## src/hw/rtl/upd_pkg.sv

```systemverilog
package upd_pkg;

  // Characters with a special meaning in URL encoding.
  localparam logic [7:0] CHAR_PCT   = 8'h25;
  localparam logic [7:0] CHAR_PLUS  = 8'h2B;
  localparam logic [7:0] CHAR_SPACE = 8'h20;
  localparam logic [3:0] HEX_ALPHA_BASE = 4'd10;

  // Output queue depth. One transaction may produce two results.
  localparam int unsigned OQ_DEPTH = 4;
  localparam int unsigned OQ_AW    = $clog2(OQ_DEPTH);
  localparam int unsigned OQ_CW    = $clog2(OQ_DEPTH + 1);

  // Decode phase, one-hot.
  typedef enum logic [2:0] {
    PH_PLAIN = 3'b001,
    PH_PCT   = 3'b010,
    PH_HEX1  = 3'b100
  } phase_e;

  // One decoded result.
  typedef struct packed {
    logic [7:0] data;
    logic       last;
  } res_t;

  // Results of one decode step, compacted into the low slots.
  typedef struct packed {
    logic [1:0] cnt;
    res_t       res1;
    res_t       res0;
  } push_t;

  // Hex digit to nibble; anything that is not a hex digit reads as zero.
  function automatic logic [3:0] nibble_of(input logic [7:0] c);
    logic [3:0] n;
    n = 4'd0;
    if (c >= 8'h30 && c <= 8'h39) begin
      n = c[3:0];
    end else if ((c >= 8'h61 && c <= 8'h66) || (c >= 8'h41 && c <= 8'h46)) begin
      n = c[3:0] - 4'd1 + HEX_ALPHA_BASE;
    end
    return n;
  endfunction

  // Ordinary byte: plus becomes a space.
  function automatic logic [7:0] plain_of(input logic [7:0] c);
    return (c == CHAR_PLUS) ? CHAR_SPACE : c;
  endfunction

endpackage

```

## src/hw/rtl/url_percent_decoder.sv

```systemverilog
// An accepted byte is held in the input register, then decoded and written into the output queue.
// Throughput: one input byte per cycle while the input is not stalled; the output queue takes
// up to two results per byte and drains one per cycle while the output is not stalled.
// Input stalls only when the four-entry output queue has fewer than two free entries.
// Reset (asynchronous, active low) empties the queue and returns decoding to plain text.
module url_percent_decoder (
  input  logic       clk_i,
  input  logic       rst_ni,
  input  logic       in_valid_i,
  output logic       in_stall_o,
  input  logic [7:0] in_byte_i,
  input  logic       in_last_i,
  output logic       out_valid_o,
  input  logic       out_stall_i,
  output logic [7:0] out_byte_o,
  output logic       out_last_o
);

  upd_pkg::push_t push;
  logic           room;

  // Input register and byte decoder.
  upd_decode u_decode (
    .clk_i      (clk_i),
    .rst_ni     (rst_ni),
    .in_valid_i (in_valid_i),
    .in_stall_o (in_stall_o),
    .in_byte_i  (in_byte_i),
    .in_last_i  (in_last_i),
    .room_i     (room),
    .push_o     (push)
  );

  // Result queue toward the output channel.
  upd_outq u_outq (
    .clk_i       (clk_i),
    .rst_ni      (rst_ni),
    .push_i      (push),
    .room_o      (room),
    .out_valid_o (out_valid_o),
    .out_stall_i (out_stall_i),
    .out_byte_o  (out_byte_o),
    .out_last_o  (out_last_o)
  );

endmodule

```

## src/hw/rtl/upd_decode.sv

```systemverilog
module upd_decode (
  input  logic          clk_i,
  input  logic          rst_ni,
  input  logic          in_valid_i,
  output logic          in_stall_o,
  input  logic [7:0]    in_byte_i,
  input  logic          in_last_i,
  input  logic          room_i,
  output upd_pkg::push_t push_o
);

  logic                stg_vld_q, stg_vld_d;
  logic [7:0]          stg_data_q;
  logic                stg_last_q;
  upd_pkg::phase_e     phase_q, phase_d;
  logic [7:0]          first_q, first_d;
  logic                adv;
  logic                load;
  upd_pkg::push_t      push;

  // The input register advances whenever the output queue has room for two results.
  assign adv        = stg_vld_q && room_i;
  assign in_stall_o = stg_vld_q && !room_i;
  assign load       = in_valid_i && !in_stall_o;
  assign stg_vld_d  = load || (stg_vld_q && !adv);

  // Decode one byte against the current phase.
  always_comb begin
    push       = '0;
    phase_d    = phase_q;
    first_d    = first_q;
    if (adv) begin
      case (phase_q)
        upd_pkg::PH_PCT: begin
          if (stg_last_q) begin
            push.cnt       = 2'd2;
            push.res0.data = upd_pkg::CHAR_PCT;
            push.res0.last = 1'b0;
            push.res1.data = upd_pkg::plain_of(stg_data_q);
            push.res1.last = 1'b1;
            phase_d        = upd_pkg::PH_PLAIN;
          end else begin
            first_d = stg_data_q;
            phase_d = upd_pkg::PH_HEX1;
          end
        end
        upd_pkg::PH_HEX1: begin
          push.cnt       = 2'd1;
          push.res0.data = {upd_pkg::nibble_of(first_q), upd_pkg::nibble_of(stg_data_q)};
          push.res0.last = stg_last_q;
          phase_d        = upd_pkg::PH_PLAIN;
        end
        default: begin
          if (stg_data_q == upd_pkg::CHAR_PCT && !stg_last_q) begin
            phase_d = upd_pkg::PH_PCT;
          end else begin
            push.cnt       = 2'd1;
            push.res0.data = upd_pkg::plain_of(stg_data_q);
            push.res0.last = stg_last_q;
            phase_d        = upd_pkg::PH_PLAIN;
          end
        end
      endcase
    end
  end

  assign push_o = push;

  // Control state.
  always_ff @(posedge clk_i or negedge rst_ni) begin
    if (!rst_ni) begin
      stg_vld_q <= 1'b0;
      phase_q   <= upd_pkg::PH_PLAIN;
      first_q   <= '0;
    end else begin
      stg_vld_q <= stg_vld_d;
      phase_q   <= phase_d;
      first_q   <= first_d;
    end
  end

  // Input payload register.
  always_ff @(posedge clk_i) begin
    if (load) begin
      stg_data_q <= in_byte_i;
      stg_last_q <= in_last_i;
    end
  end

  // Two results come only from a final byte.
  a_two_only_last: assert property (@(posedge clk_i) disable iff (!rst_ni)
    push.cnt == 2'd2 |-> stg_last_q) else $error("two results from a non-final byte");

  // A final byte always leaves the decoder in plain text.
  a_last_plain: assert property (@(posedge clk_i) disable iff (!rst_ni)
    adv && stg_last_q |=> phase_q == upd_pkg::PH_PLAIN)
    else $error("phase not plain after final byte");

  // A held input byte is not consumed while the queue has fewer than two free entries.
  a_hold: assert property (@(posedge clk_i) disable iff (!rst_ni)
    stg_vld_q && !room_i |=> stg_vld_q && $stable(stg_data_q))
    else $error("held input lost");

endmodule

```

## src/hw/rtl/upd_outq.sv

```systemverilog
module upd_outq (
  input  logic           clk_i,
  input  logic           rst_ni,
  input  upd_pkg::push_t push_i,
  output logic           room_o,
  output logic           out_valid_o,
  input  logic           out_stall_i,
  output logic [7:0]     out_byte_o,
  output logic           out_last_o
);

  upd_pkg::res_t                  mem_q [upd_pkg::OQ_DEPTH];
  logic [upd_pkg::OQ_AW-1:0]      wr_ptr_q, rd_ptr_q;
  logic [upd_pkg::OQ_CW-1:0]      cnt_q, cnt_d;
  logic [upd_pkg::OQ_AW-1:0]      wr_ptr_nx;
  logic                           pop;

  // Room means two free entries, judged from the registered count.
  assign room_o      = cnt_q <= upd_pkg::OQ_CW'(upd_pkg::OQ_DEPTH - 2);
  assign out_valid_o = cnt_q != '0;
  assign pop         = out_valid_o && !out_stall_i;
  assign wr_ptr_nx   = wr_ptr_q + upd_pkg::OQ_AW'(1);
  assign cnt_d       = cnt_q + upd_pkg::OQ_CW'(push_i.cnt) - upd_pkg::OQ_CW'(pop);

  assign out_byte_o = mem_q[rd_ptr_q].data;
  assign out_last_o = mem_q[rd_ptr_q].last;

  // Pointers and fill count.
  always_ff @(posedge clk_i or negedge rst_ni) begin
    if (!rst_ni) begin
      wr_ptr_q <= '0;
      rd_ptr_q <= '0;
      cnt_q    <= '0;
    end else begin
      wr_ptr_q <= wr_ptr_q + upd_pkg::OQ_AW'(push_i.cnt);
      if (pop) begin
        rd_ptr_q <= rd_ptr_q + upd_pkg::OQ_AW'(1);
      end
      cnt_q <= cnt_d;
    end
  end

  // Entry storage; a second result lands in the entry after the first.
  always_ff @(posedge clk_i) begin
    if (push_i.cnt != 2'd0) begin
      mem_q[wr_ptr_q] <= push_i.res0;
    end
    if (push_i.cnt == 2'd2) begin
      mem_q[wr_ptr_nx] <= push_i.res1;
    end
  end

  // The count never passes the depth.
  a_no_overflow: assert property (@(posedge clk_i) disable iff (!rst_ni)
    cnt_q <= upd_pkg::OQ_CW'(upd_pkg::OQ_DEPTH)) else $error("output queue overflow");

  // Results are only pushed when room was signaled.
  a_push_room: assert property (@(posedge clk_i) disable iff (!rst_ni)
    push_i.cnt != 2'd0 |-> room_o) else $error("push without room");

  // The count tracks pushes and pops.
  a_count: assert property (@(posedge clk_i) disable iff (!rst_ni)
    1'b1 |=> cnt_q == $past(cnt_d)) else $error("count mismatch");

endmodule

```

## config.mk

```make
export PLATFORM = sky130hd
export DESIGN_NAME = url_percent_decoder
export DESIGN_NICKNAME = d
export VERILOG_FILES = /design/src/hw/rtl/upd_pkg.sv /design/src/hw/rtl/url_percent_decoder.sv /design/src/hw/rtl/upd_decode.sv /design/src/hw/rtl/upd_outq.sv
export SDC_FILE = /design/constraint.sdc
export NUM_CORES = 1
export LEC_CHECK = 0
export BUFFER_PORTS_ARGS = -buffer_cell sky130_fd_sc_hd__buf_2
export CAP_MARGIN = 25
export CORE_MARGIN = 1.5
export CORE_UTILIZATION = 50
export DETAILED_ROUTE_END_ITERATION = 6
export PLACE_DENSITY = 0.7
export SLEW_MARGIN = 15
export SYNTH_ARGS = -nofsm -noshare
export SYNTH_HDL_FRONTEND = slang
export SYNTH_SLANG_ARGS = --single-unit
```

## constraint.sdc

```tcl
create_clock -name clk_i -period 2.4 [get_ports clk_i]
set_input_delay 0.36 -clock clk_i [delete_from_list [all_inputs] [get_ports clk_i]]
set_output_delay 0.36 -clock clk_i [all_outputs]
set_load 0.03 [all_outputs]
```

==> impl_summary.md, run 1 <==
Run status
The run finished with clean final reports.

CTS
The tree is rooted in a sky130_fd_sc_hd__clkbuf_8. After clock tree synthesis, the clock-pin slew on the worst setup and hold paths is 0.07 ns. TritonCTS built the clock tree. The number of buffers inserted by post-CTS setup repair is 0. Buffers inserted during clock tree synthesis total 9. The clock passes through at most 2 buffers. The number of clock sinks seen by CTS is 64. The depth of the CTS H-tree is 3. The source-to-sink clock delay at the later pin of the worst-skew pair is 0.34 ns.

Finish
The filler cells instantiated in the layout total 583. The number of antenna diodes in the final layout is 0. The share of cells above drive strength 1 is 0.2918. Once layout is complete, the utilization of the core stands at 0.6033.

In the final layout, flip-flops and latches occupy 1828 sq um. The area growth from synthesis to layout is 14.92%. In the final layout, the multi-input gates occupy 1658 sq um. The final layout contains 373 nets. After routing the design area is 4144 sq um.

Routing
The detailed-router iteration count before antenna repair is 4. The remaining number of nets flagged by the antenna check after routing is 0. The detailed router's first-iteration violation count is 197. The final routed DRC violation total is 0.

The total wire length after detailed routing is 6980 um. The final route contains 2496 vias. The average detailed-routed wire length per instance is 15.55 um. Using the TritonRoute via totals, the vias-per-cell ratio works out to 5.559.

Worst setup path
The data arrival time of the worst path is 2.52 ns. The worst-path maximum fanout is 3. The reg-to-reg endpoint is u_outq.cnt_q[2].

In this run the critical register-to-register path is launched from u_outq.cnt_q[2]. The worst setup path is of the reg -> reg kind. The worst register-to-register path has a depth of 9. The most numerous cell type found on the critical path is sky130_fd_sc_hd__inv_1.

The timing endpoint of the critical path is u_outq.cnt_q[2]. The setup check on the worst reg-to-reg path leaves a slack of 0.11 ns. Grouping stages by cell kind, the critical path spends the most delay in adder cells. For this run, the slowest stage of the critical path takes 0.40 ns. The type of element launching the critical path is a flip-flop.

The worst setup path is captured at a flip-flop. The source of the critical timing path is u_outq.cnt_q[2]. For the worst setup path, the data required time is 2.63 ns. The signal on the critical path passes through or3_1, nor2b_2, ha_1, inv_1, ha_2, inv_1, fa_1, xor2_1, xnor2_1.

The critical path runs through a total of 9 cells. The buffers plus inverters on the worst setup path is 2. The standard cell with the maximum stage delay on the critical path is sky130_fd_sc_hd__dfrtp_1.

Timing
The highest clock frequency the design can meet is 0.4359 GHz. The final hold violation count is 0. Across the routed clock network, the largest skew measured is 0.01004 ns. The total negative slack for setup checks is 0 ns. Measured against its own limit, the worst slew margin works out to 0.6130. For the pin with the worst max-slew slack, the measured transition is 0.5805 ns. Setup violations remaining at the end of the flow were counted as 0.

The routed design could run at a clock period as short as 2.294 ns. The share of the cycle needed by the critical path after routing is 0.9560. Setup repair after global routing left no endpoint under its margin. The number of slew-limit violations in the final report is 0.

Synth
The most used standard cell by instance count after synthesis is sky130_fd_sc_hd__edfxtp_1. The predominant post-synthesis flop cell is sky130_fd_sc_hd__edfxtp_1. The parity-gate share of the synthesized area counting xor and xnor cells is 0.01700.

After synthesis, the largest family of logic cells by area is simple AND/OR/NAND/NOR gates. Measured against the total synthesized area, the mux share comes to 0.08640. The number of nets produced by synthesis is 332.

The count of warnings emitted by yosys is 0. Of the total synthesized cell area, the portion taken by AND, OR, NAND and NOR gates is 0.1641. In this run, distinct cell masters in the synthesized netlist total 63.

The biggest area consumer among synthesized cells is sky130_fd_sc_hd__edfxtp_1. In this run, synthesis produced a sequential element count of 64. The proportion of netlist area held by the largest area contributor is 0.3747. A synthesized cell averages 11.75 sq um.

In the synthesized netlist, the cells that appear most often are sky130_fd_sc_hd__edfxtp_1, sky130_fd_sc_hd__nand2_1, sky130_fd_sc_hd__o21ai_0. The fraction of the mapped netlist area in compound gates is 0.1416. By area the synthesized netlist is led by sky130_fd_sc_hd__edfxtp_1, sky130_fd_sc_hd__dfrtp_1, sky130_fd_sc_hd__mux4_2. The count of flip-flops with a built-in enable after synthesis is 45. The share of synthesized cell area in full adder, half adder and majority cells is 0.04372. After synthesis, the share of flip-flops with an asynchronous set or reset is 0.2969.

The sequential area share after synthesis is 0.5069. The cell count after synthesis is 307. The cell area after synthesis is 3606 sq um.

Power and ir drop
The share of total power dissipated in combinational logic is 0.423. The peak supply drop is 0.6227 mV. In this run the power density over the cells is 1084 nW/um^2. The power spent charging and discharging nets is 1.701 mW. Of the total power, the share spent switching nets is 0.3788. The internal portion of the total power is 2.791 mW.

The relative contribution of the clock network to total power is 0.197. Summed over all cells, the static leakage comes to 1.621 nW. The portion of total power attributed to sequential cells is 0.380.

Floorplan
The height of the die is 87.93 um. In this run the count of I/O pins placed on the die edge is 24. The die covers 7731 sq um. The floorplan has 30 rows. The width of the chip is 87.93 um. For this configuration, the core starts out at a cell density of 0.5250. The core footprint is 6869 sq um.

Global route
The first-pass GRT wire length is 11790 um. Summed over all layers, the global routing overflow is 0. The initial antenna violation count is 0. The number of global-route vias before repair was 2378. The maximum number of pins on one net before global-route repair is 21.

Across every metal layer, demand over resource in global routing totals 0.2028.

Placed design
Summed over all nets, the half-perimeter wirelength after detailed placement is 5292 um. The final weighted congestion of routability-driven global placement is 0.8833. The instance area after placement is 3926 sq um.

The total of buffers placed on input and output ports is 23.

Min path
The min-delay analysis places its worst path in the category in -> reg.

Run
The reported max-cap violation count is 0.
## sequential cells by signal (all words and copies together) (netlist names)
| register | cells |
|---|---|
| u_outq.rd_ptr_q | 2 |
| u_decode.stg_last_q | 1 |
| u_decode.stg_vld_q | 1 |
| u_decode.stg_data_q | 8 |
| u_outq.mem_q | 36 |
| u_decode.first_q | 8 |
| u_decode.phase_q | 3 |
| u_outq.cnt_q | 3 |
| u_outq.wr_ptr_q | 2 |
## layout by cell type (no fill, tap or decap), types with 3 or more instances in the layout
cell / netlist / routed
sky130_fd_sc_hd__xor2_1: 4 / 4
sky130_fd_sc_hd__nand2_1: 25 / 25
sky130_fd_sc_hd__and2_1: 4 / 4
sky130_fd_sc_hd__dfrtp_1: 18 / 18
sky130_fd_sc_hd__mux4_2: 9 / 9
sky130_fd_sc_hd__mux2_2: 7 / 7
sky130_fd_sc_hd__buf_4: 3 / 24
sky130_fd_sc_hd__and3_1: 4 / 4
sky130_fd_sc_hd__a21o_1: 3 / 3
sky130_fd_sc_hd__inv_1: 12 / 12
sky130_fd_sc_hd__o21a_1: 3 / 3
sky130_fd_sc_hd__xnor2_1: 3 / 3
sky130_fd_sc_hd__nor3_1: 16 / 16
sky130_fd_sc_hd__clkbuf_8: 0 / 9
sky130_fd_sc_hd__a21oi_1: 19 / 18
sky130_fd_sc_hd__mux2i_1: 3 / 3
sky130_fd_sc_hd__nor2_1: 14 / 13
sky130_fd_sc_hd__ha_1: 11 / 9
sky130_fd_sc_hd__buf_2: 4 / 23
sky130_fd_sc_hd__nand2b_1: 8 / 8
sky130_fd_sc_hd__nand3_1: 4 / 4
sky130_fd_sc_hd__a22o_1: 6 / 6
sky130_fd_sc_hd__nor3_2: 4 / 4
sky130_fd_sc_hd__edfxtp_1: 45 / 45
sky130_fd_sc_hd__o21ai_0: 24 / 24
## how the worst min path moves through the flow
stage / start / to / slack, ns / cells past startpoint
5_1_grt: in_byte_i[7] / u_decode.stg_data_q[7] / 0.18 / 1
3_3_place_gp: rst_ni / u_outq.rd_ptr_q[1] / 0.34 / 1
4_1_cts: in_byte_i[7] / u_decode.stg_data_q[7] / 0.18 / 1
6_report: in_byte_i[7] / u_decode.stg_data_q[7] / 0.19 / 1
3_5_place_dp: rst_ni / u_outq.rd_ptr_q[1] / 0.34 / 1
2_1_floorplan: rst_ni / u_decode.first_q[0] / 0.06 / 0
## repair_timing
action / 4_1_cts / 5_1_grt
hold buffers: 1 / 0
gates resized for setup: 0 / 6
hold endpoints to repair: 18 / 0
setup endpoints to repair: 0 / 10
## stage by stage
| step | hold WS, ns | power, mW | cells | setup WS, ns |
|---|---|---|---|---|
| after floorplan | 0.06441 | 3.112 | 307 | 0.03240 |
| after global placement | 0.3363 | 3.574 | 432 | 0.1812 |
| after detailed placement | 0.3364 | 3.609 | 432 | 0.1133 |
| after CTS | 0.1803 | 4.496 | 449 | 0.1070 |
| after global routing | 0.1835 | 4.785 | 449 | 0.005295 |
| final | 0.1922 | 4.492 | 449 | 0.1057 |
## metal layers
metal	share of wire	GRT usage	vias to the layer above
li1	-	-	1227
met1	0.47	0.2733	1192
met2	0.47	0.3248	66
met3	0.041	0.03582	11
met4	0.015	0.08514	0
met5	0	0	-
## cell type report
| cell class | count | area share |
|---|---|---|
| sequential | 64 | 0.4411 |
| multi-input combinational | 213 | 0.4001 |
| timing repair buffer | 48 | 0.07367 |
| clock buffer | 10 | 0.03080 |
| tap | 96 | 0.02899 |
| clock inverter | 6 | 0.01449 |
| inverter | 12 | 0.01087 |
## cells by family after synthesis
logic type               Yosys count
AND/OR/NAND/NOR                   99
buffers and inverters             30
AO/OA/AOI/OAI                     76
flip-flops                        64
XOR/XNOR                           7
multiplexers                      19
adder cells (fa/ha/maj)           12
## power groups by stage
stage / logic (mW) / registers (mW) / clock network (mW)
floorplan: 1.46 / 1.65 / 0
global placement: 1.85 / 1.72 / 0
detailed placement: 1.88 / 1.73 / 0
CTS: 1.89 / 1.71 / 0.896
global route: 2.10 / 1.74 / 0.943
finish: 1.90 / 1.71 / 0.884
No activity file was read; power rests on OpenSTA's default activity.
==> run 2: changes to the inputs <==
PLACE_DENSITY = 0.75   (was 0.7)
TNS_END_PERCENT = 50   (was not set)
==> impl_summary.md, run 2 (synthesis gave the netlist of run 1 again) <==
Worst setup path
The worst setup path is captured at a flip-flop. The buffers plus inverters on the worst setup path is 2 (unchanged). The worst-path maximum fanout is 3 (unchanged).

The standard cell with the maximum stage delay on the critical path is sky130_fd_sc_hd__dfrtp_1. The worst reg-to-reg path cell count came to 9 (unchanged). The critical path goes through or3_1, nor2b_1, ha_1, inv_1, ha_1, inv_1, fa_1, xor2_1, xnor2_1. The cell family contributing the most delay on the critical path is adder cells. The data arrival time of the worst path is 2.51 ns (about the same).

The beginning of the worst register-to-register path is u_outq.cnt_q[2]. The biggest cell delay along the critical path is 0.40 ns (about the same). The type of element launching the critical path is a flip-flop. In this run the worst setup path begins at u_outq.cnt_q[2]. The path length in cells of the critical path is 9 (unchanged). The worst setup path is of the reg -> reg kind. The required time at the endpoint of the critical path is 2.64 ns (about the same).

CTS
CTS placed an instance of sky130_fd_sc_hd__clkbuf_8 at the clock tree root. The number of clock sinks seen by CTS was 64 (unchanged). The source-to-sink clock delay at the later pin of the worst-skew pair came to 0.35 ns (about the same). TritonCTS built the clock tree. The maximum number of buffers from clock root to sink is 2 (unchanged). The number of clock buffers inserted by TritonCTS is 9 (unchanged). The clock-pin slew on the worst setup and hold paths came to 0.07 ns (about the same). The depth of the CTS H-tree came to 3 (unchanged).

Timing
The final hold violation count is 0 (unchanged). The smallest setup slack after layout is 0.1270 ns (+0.02133 ns). The total of endpoints with negative setup slack in the final report was 0 (unchanged).

The highest clock frequency the design can meet is 0.4400 GHz (+0.94%). The actual transition at the worst max-transition pin came to 0.6415 ns (+0.06096 ns). The total negative slack for setup checks was 0 ns (unchanged). The worst slew slack as a fraction of its limit is 0.5724 (-0.04064). The final period demand of the worst path is 2.273 ns (-0.02133 ns). The share of the cycle needed by the critical path after routing is 0.9471 (-0.008886).

The number of slew-limit violations in the final report came to 0 (unchanged). The worst clock skew is 0.007916 ns (-0.002125 ns).

Finish
The most flop-heavy register is u_outq.mem_q. Compared with the post-synthesis result, the final layout area differs by 15.41%. The largest registers in the layout are u_outq.mem_q x36, u_decode.first_q x8, u_decode.stg_data_q x8. In the layout the commonest cells are sky130_fd_sc_hd__edfxtp_1, sky130_fd_sc_hd__nand2_1, sky130_fd_sc_hd__o21ai_0, sky130_fd_sc_hd__buf_2, sky130_fd_sc_hd__buf_4. The total inserted antenna cells is 0 (unchanged). The final layout net count is 372 (-0.27%). The library cell used most frequently in the layout, excluding fill and tap cells, is sky130_fd_sc_hd__edfxtp_1. The number of standard cells in the final layout excluding fillers came to 448 (-0.22%). The fraction of the core area covered by cells at the end of the flow is 0.6058 (+0.002550).

The share of cells above drive strength 1 is 0.2955 (+0.003670). The number of flip-flops under the largest register name is 36 (unchanged).

Power and ir drop
The combinational fraction of design power is 0.418 (-0.005). The leakage power came to 1.622 nW (about the same). The switching power as a share of total power is 0.3746 (-0.004152). The relative contribution of the clock network to total power is 0.206 (+0.009).

The portion of total power attributed to sequential cells was 0.376 (-0.004). The power per unit of standard cell area came to 1094 nW/um^2 (+0.90%). The design internal power is 2.847 mW (+2.0%). The peak supply drop is 0.7926 mV (+27%). The power spent charging and discharging nets is 1.705 mW (+0.22%).

Routing
The average detailed-routed wire length per instance is 15.87 um (+2.1%). The detailed-router iteration count before antenna repair is 4 (unchanged). The total wire length after detailed routing came to 7109 um (+1.8%). The total number of vias is 2467 (-1.2%).

The number of vias per cell after detailed routing is 5.507 (-0.94%). The remaining number of nets flagged by the antenna check after routing was 0 (unchanged). The final routed DRC violation total came to 0 (unchanged).

The detailed router's first-iteration violation count is 188 (-4.6%).

Placed design
The worst slack at placement is 0.1299 ns (+0.01663 ns). The estimated wirelength of the detail-placed design is 5304 um (+0.23%). The final weighted congestion of routability-driven global placement is 0.8647 (-2.1%). The number of placed instances with taps included is 429 (-0.69%).

The total of buffers placed on input and output ports is 23 (unchanged).

Min path
The classification of the worst-slack hold path is in -> reg. The hold path depth is 1 (unchanged). In this run the most critical hold path is launched from in_last_i.

Floorplan
The core footprint came to 6869 sq um (unchanged). The total I/O pin count is 24 (unchanged). The height of the die is 87.93 um (unchanged). The total die area is 7731 sq um (unchanged). The initial core utilization was 0.5250 (unchanged). The width of the chip was 87.93 um (unchanged). The count of standard-cell rows was 30 (unchanged).

Global route
The first-pass GRT wire length was 11670 um (-1.1%). The total congestion overflow is 0 (unchanged). The number of global-route vias before repair is 2338 (-1.7%). The initial antenna violation count is 0 (unchanged). The maximum number of pins on one net before global-route repair is 23 (+9.5%).

The total track usage is 0.2039 (+0.001129).

Run status
The run finished with clean final reports.

Run
The reported max-cap violation count is 0 (unchanged).
## run 2: cell count changes in the layout (fill, tap and decap cells not counted), sizes merged
cell / change
clkbuf: +1
clkinv: -1
buf: -1
## run 2: final cells by class
cell class	count	area [sq um]
Clock buffer	11	151.4
Clock inverter	5	55.05
Fill cell	554	2708
Inverter	12	45.04
Multi-Input combinational cell	213	1664
Sequential cell	64	1828
Tap cell	96	120.1
Timing Repair Buffer	47	297.8
## run 2: path summary, 6_finish.rpt
| check | end | slack, ns |
|---|---|---|
| max in group asynchronous | u_decode.phase_q[0] | 1.55 |
| min reg2reg | u_outq.cnt_q[2] | 0.51 |
| min in group asynchronous | u_outq.rd_ptr_q[1] | 0.49 |
| max | u_outq.cnt_q[2] | 0.13 |
| min | u_decode.stg_last_q | 0.18 |
| max reg2reg | u_outq.cnt_q[2] | 0.13 |
## run 2: through the flow
step	area, sq um	hold WS [ns]	power [mW]
final	4161	0.1839	4.552
after global routing	4161	0.1729	4.827
after CTS	4120	0.1773	4.564
after detailed placement	3904	0.3386	3.616
after global placement	3904	0.3302	3.579
after floorplan	3611	0.06441	3.112
## run 2: power by group through the flow
| stage | Clock, mW | Sequential (mW) | Combinational, mW |
|---|---|---|---|
| 6_report | 0.938 | 1.71 | 1.90 |
| 5_1_grt | 0.999 | 1.74 | 2.08 |
| 4_1_cts | 0.956 | 1.71 | 1.90 |
| 3_5_place_dp | 0 | 1.73 | 1.88 |
| 3_3_place_gp | 0 | 1.72 | 1.86 |
| 2_1_floorplan | 0 | 1.65 | 1.46 |
## run 2: repair_timing
| item | 4_1_cts | 5_1_grt |
|---|---|---|
| hold endpoints to repair | 18 | 0 |
| setup buffers | 0 | 2 |
| hold buffers | 1 | 0 |
| resized for setup | 0 | 7 |
| endpoints found under the setup margin | 0 | 2 |
## run 2: layer usage
layer  up-vias  share of wire  track usage
met5         -              0            0
met4         0          0.019      0.09235
met3        12          0.033      0.03770
met2        48           0.47       0.3130
met1      1182           0.48       0.2831
li1       1225              -            -
==> run 3: changes to the inputs <==
RECOVER_POWER = 25   (was not set)
==> impl_summary.md, run 3 (synthesis gave the netlist of run 1 again) <==
CTS
The root buffer cell chosen for the clock tree is sky130_fd_sc_hd__clkbuf_8. The number of clock sinks seen by CTS was 64 (unchanged). The maximum number of buffers from clock root to sink is 2 (unchanged). The clock-pin slew on the worst setup and hold paths is 0.07 ns (about the same). The source-to-sink clock delay at the later pin of the worst-skew pair is 0.35 ns (about the same). The number of clock buffers inserted by TritonCTS is 9 (unchanged). The depth of the CTS H-tree is 3 (unchanged). TritonCTS built the clock tree.

Timing
The highest clock frequency the design can meet is 0.4400 GHz (about the same). The share of the cycle needed by the critical path after routing came to 0.9470 (about the same). The total of endpoints with negative setup slack in the final report is 0 (unchanged). The final hold violation count was 0 (unchanged).

The number of slew-limit violations in the final report was 0 (unchanged). The worst hold margin is 0.1836 ns (-0.0003590 ns). The worst slew slack as a fraction of its limit is 0.2526 (-0.3198). The smallest setup slack after layout came to 0.1272 ns (+0.0001370 ns). The final period demand of the worst path came to 2.273 ns (-0.0001370 ns). The worst clock skew came to 0.007918 ns (+0.000002220 ns).

The total negative slack for setup checks is 0 ns (unchanged). The actual transition at the worst max-transition pin is 1.121 ns (+0.4797 ns).

Worst setup path
The category of the critical setup timing path is reg -> reg. The required time at the endpoint of the critical path is 2.64 ns (about the same). The type of element launching the critical path is a flip-flop. The biggest cell delay along the critical path is 0.40 ns (about the same). Walking the worst path, the cells encountered are or3_1, nor2b_1, ha_1, inv_1, ha_1, inv_1, fa_1, xor2_1, xnor2_1.

The data arrival time of the worst path is 2.51 ns (about the same). The largest individual stage delay along the critical path comes from the cell sky130_fd_sc_hd__dfrtp_1. The worst-path maximum fanout was 3 (unchanged). The worst setup path is captured at a flip-flop.

Floorplan
The core footprint is 6869 sq um (unchanged). The height of the die is 87.93 um (unchanged). The total I/O pin count was 24 (unchanged). The count of standard-cell rows is 30 (unchanged). The total die area is 7731 sq um (unchanged).

The initial core utilization is 0.5250 (unchanged). The width of the chip came to 87.93 um (unchanged).

Routing
The final routed DRC violation total was 0 (unchanged). The detailed router's first-iteration violation count is 188 (unchanged). The detailed-router iteration count before antenna repair was 4 (unchanged). The remaining number of nets flagged by the antenna check after routing was 0 (unchanged). The total number of vias is 2457 (-0.41%). The total wire length after detailed routing is 7116 um (about the same). The number of vias per cell after detailed routing came to 5.484 (-0.41%). The average detailed-routed wire length per instance came to 15.88 um (about the same).

Finish
The library cell used most frequently in the layout, excluding fill and tap cells, is sky130_fd_sc_hd__edfxtp_1. The number of standard cells in the final layout excluding fillers is 448 (unchanged). The total inserted antenna cells is 0 (unchanged).

The largest registers in the layout are u_outq.mem_q x36, u_decode.first_q x8, u_decode.stg_data_q x8. The most flop-heavy register is u_outq.mem_q. The number of flip-flops under the largest register name is 36 (unchanged). The area added between synthesis and finish came to 15.37% (about the same). The final layout net count is 372 (unchanged).

The share of cells above drive strength 1 is 0.2926 (-0.002841). The number of fill cells in the layout came to 554 (unchanged). The top cell types in the final layout, fill and taps aside, are sky130_fd_sc_hd__edfxtp_1, sky130_fd_sc_hd__nand2_1, sky130_fd_sc_hd__o21ai_0, sky130_fd_sc_hd__buf_4, sky130_fd_sc_hd__buf_2.

Power and ir drop
The leakage power was 1.618 nW (-0.21%). The combinational fraction of design power is 0.418 (about the same). The relative contribution of the clock network to total power came to 0.206 (about the same).

The power per unit of standard cell area is 1094 nW/um^2 (about the same). The power spent charging and discharging nets came to 1.704 mW (about the same). The peak supply drop is 0.7918 mV (about the same). The total power was 4.549 mW (about the same). The portion of total power attributed to sequential cells is 0.376 (about the same). The design internal power is 2.846 mW (about the same). The switching power as a share of total power came to 0.3745 (about the same).

Placed design
The final weighted congestion of routability-driven global placement came to 0.8647 (unchanged). The total of buffers placed on input and output ports is 23 (unchanged). The estimated wirelength of the detail-placed design is 5304 um (unchanged).

The number of placed instances with taps included is 429 (unchanged). The worst slack at placement came to 0.1299 ns (unchanged).

Run
The reported max-cap violation count is 0 (unchanged).

Global route
The total congestion overflow is 0 (unchanged). The first-pass GRT wire length is 11670 um (unchanged). The maximum number of pins on one net before global-route repair came to 23 (unchanged). The initial antenna violation count was 0 (unchanged).

The number of global-route vias before repair came to 2338 (unchanged). The total track usage was 0.2039 (unchanged).

Min path
The classification of the worst-slack hold path is in -> reg.

Run status
The flow ran to the end, and the final reports show no timing, DRC or antenna violations.
## run 3: area by class of cell
class                      instances  area, sq um  area share
tap                               96        120.1     0.02887
clock inverter                     5        55.05     0.01323
clock buffer                      11        151.4     0.03639
timing repair buffer              47        296.5     0.07128
sequential                        64         1828      0.4394
inverter                          12        45.04     0.01083
multi-input combinational        213         1664      0.4000
## run 3: critical path, delay by kind of cell (launching register included)
kind | cells | cell delay [ns]
XOR/XNOR | 2 | 0.31
adder cells (fa/ha/maj) | 3 | 0.79
buffers and inverters | 2 | 0.10
flip-flops | 1 | 0.40
AND/OR/NAND/NOR | 2 | 0.56
## run 3: final timing paths
| kind | to | from | slack (ns) | depth (start not counted) |
|---|---|---|---|---|
| setup / recovery | u_outq.cnt_q[2] | u_outq.cnt_q[2] | 0.13 | 9 |
| hold / removal | u_decode.stg_last_q | in_last_i | 0.18 | 1 |
| setup reg to reg | u_outq.cnt_q[2] | u_outq.cnt_q[2] | 0.13 | 9 |
| hold reg to reg | u_outq.cnt_q[2] | u_outq.cnt_q[2] | 0.51 | 1 |
| max in group asynchronous | u_outq.cnt_q[1] | rst_ni | 0.98 | 2 |
| min in group asynchronous | u_outq.rd_ptr_q[1] | rst_ni | 0.74 | 2 |
## run 3: metal layers
metal | part of all wire | track usage
met1 | 0.47 | 0.2831
met2 | 0.47 | 0.3130
met3 | 0.035 | 0.03770
met4 | 0.018 | 0.09235
met5 | 0 | 0
## run 3: through the flow
step                cell area [sq um]  utilization
global placement                 3904       0.5683
finish                           4160       0.6056
global route                     4160       0.6056
CTS                              4120       0.5998
detailed placement               3904       0.5683
floorplan                        3611            -
## run 3: repair_timing
action | CTS | global route
hold buffers | 1 | 0
buffers inserted | 0 | 2
endpoints found under the setup margin | 0 | 2
endpoints found under the hold margin | 18 | 0
resized for setup | 0 | 7
## run 3: power by group through the flow
stage	combinational, mW	clock, mW	sequential (mW)
finish	1.90	0.937	1.71
global route	2.08	0.999	1.74
CTS	1.90	0.956	1.71
detailed placement	1.88	0	1.73
global placement	1.86	0	1.72
floorplan	1.46	0	1.65
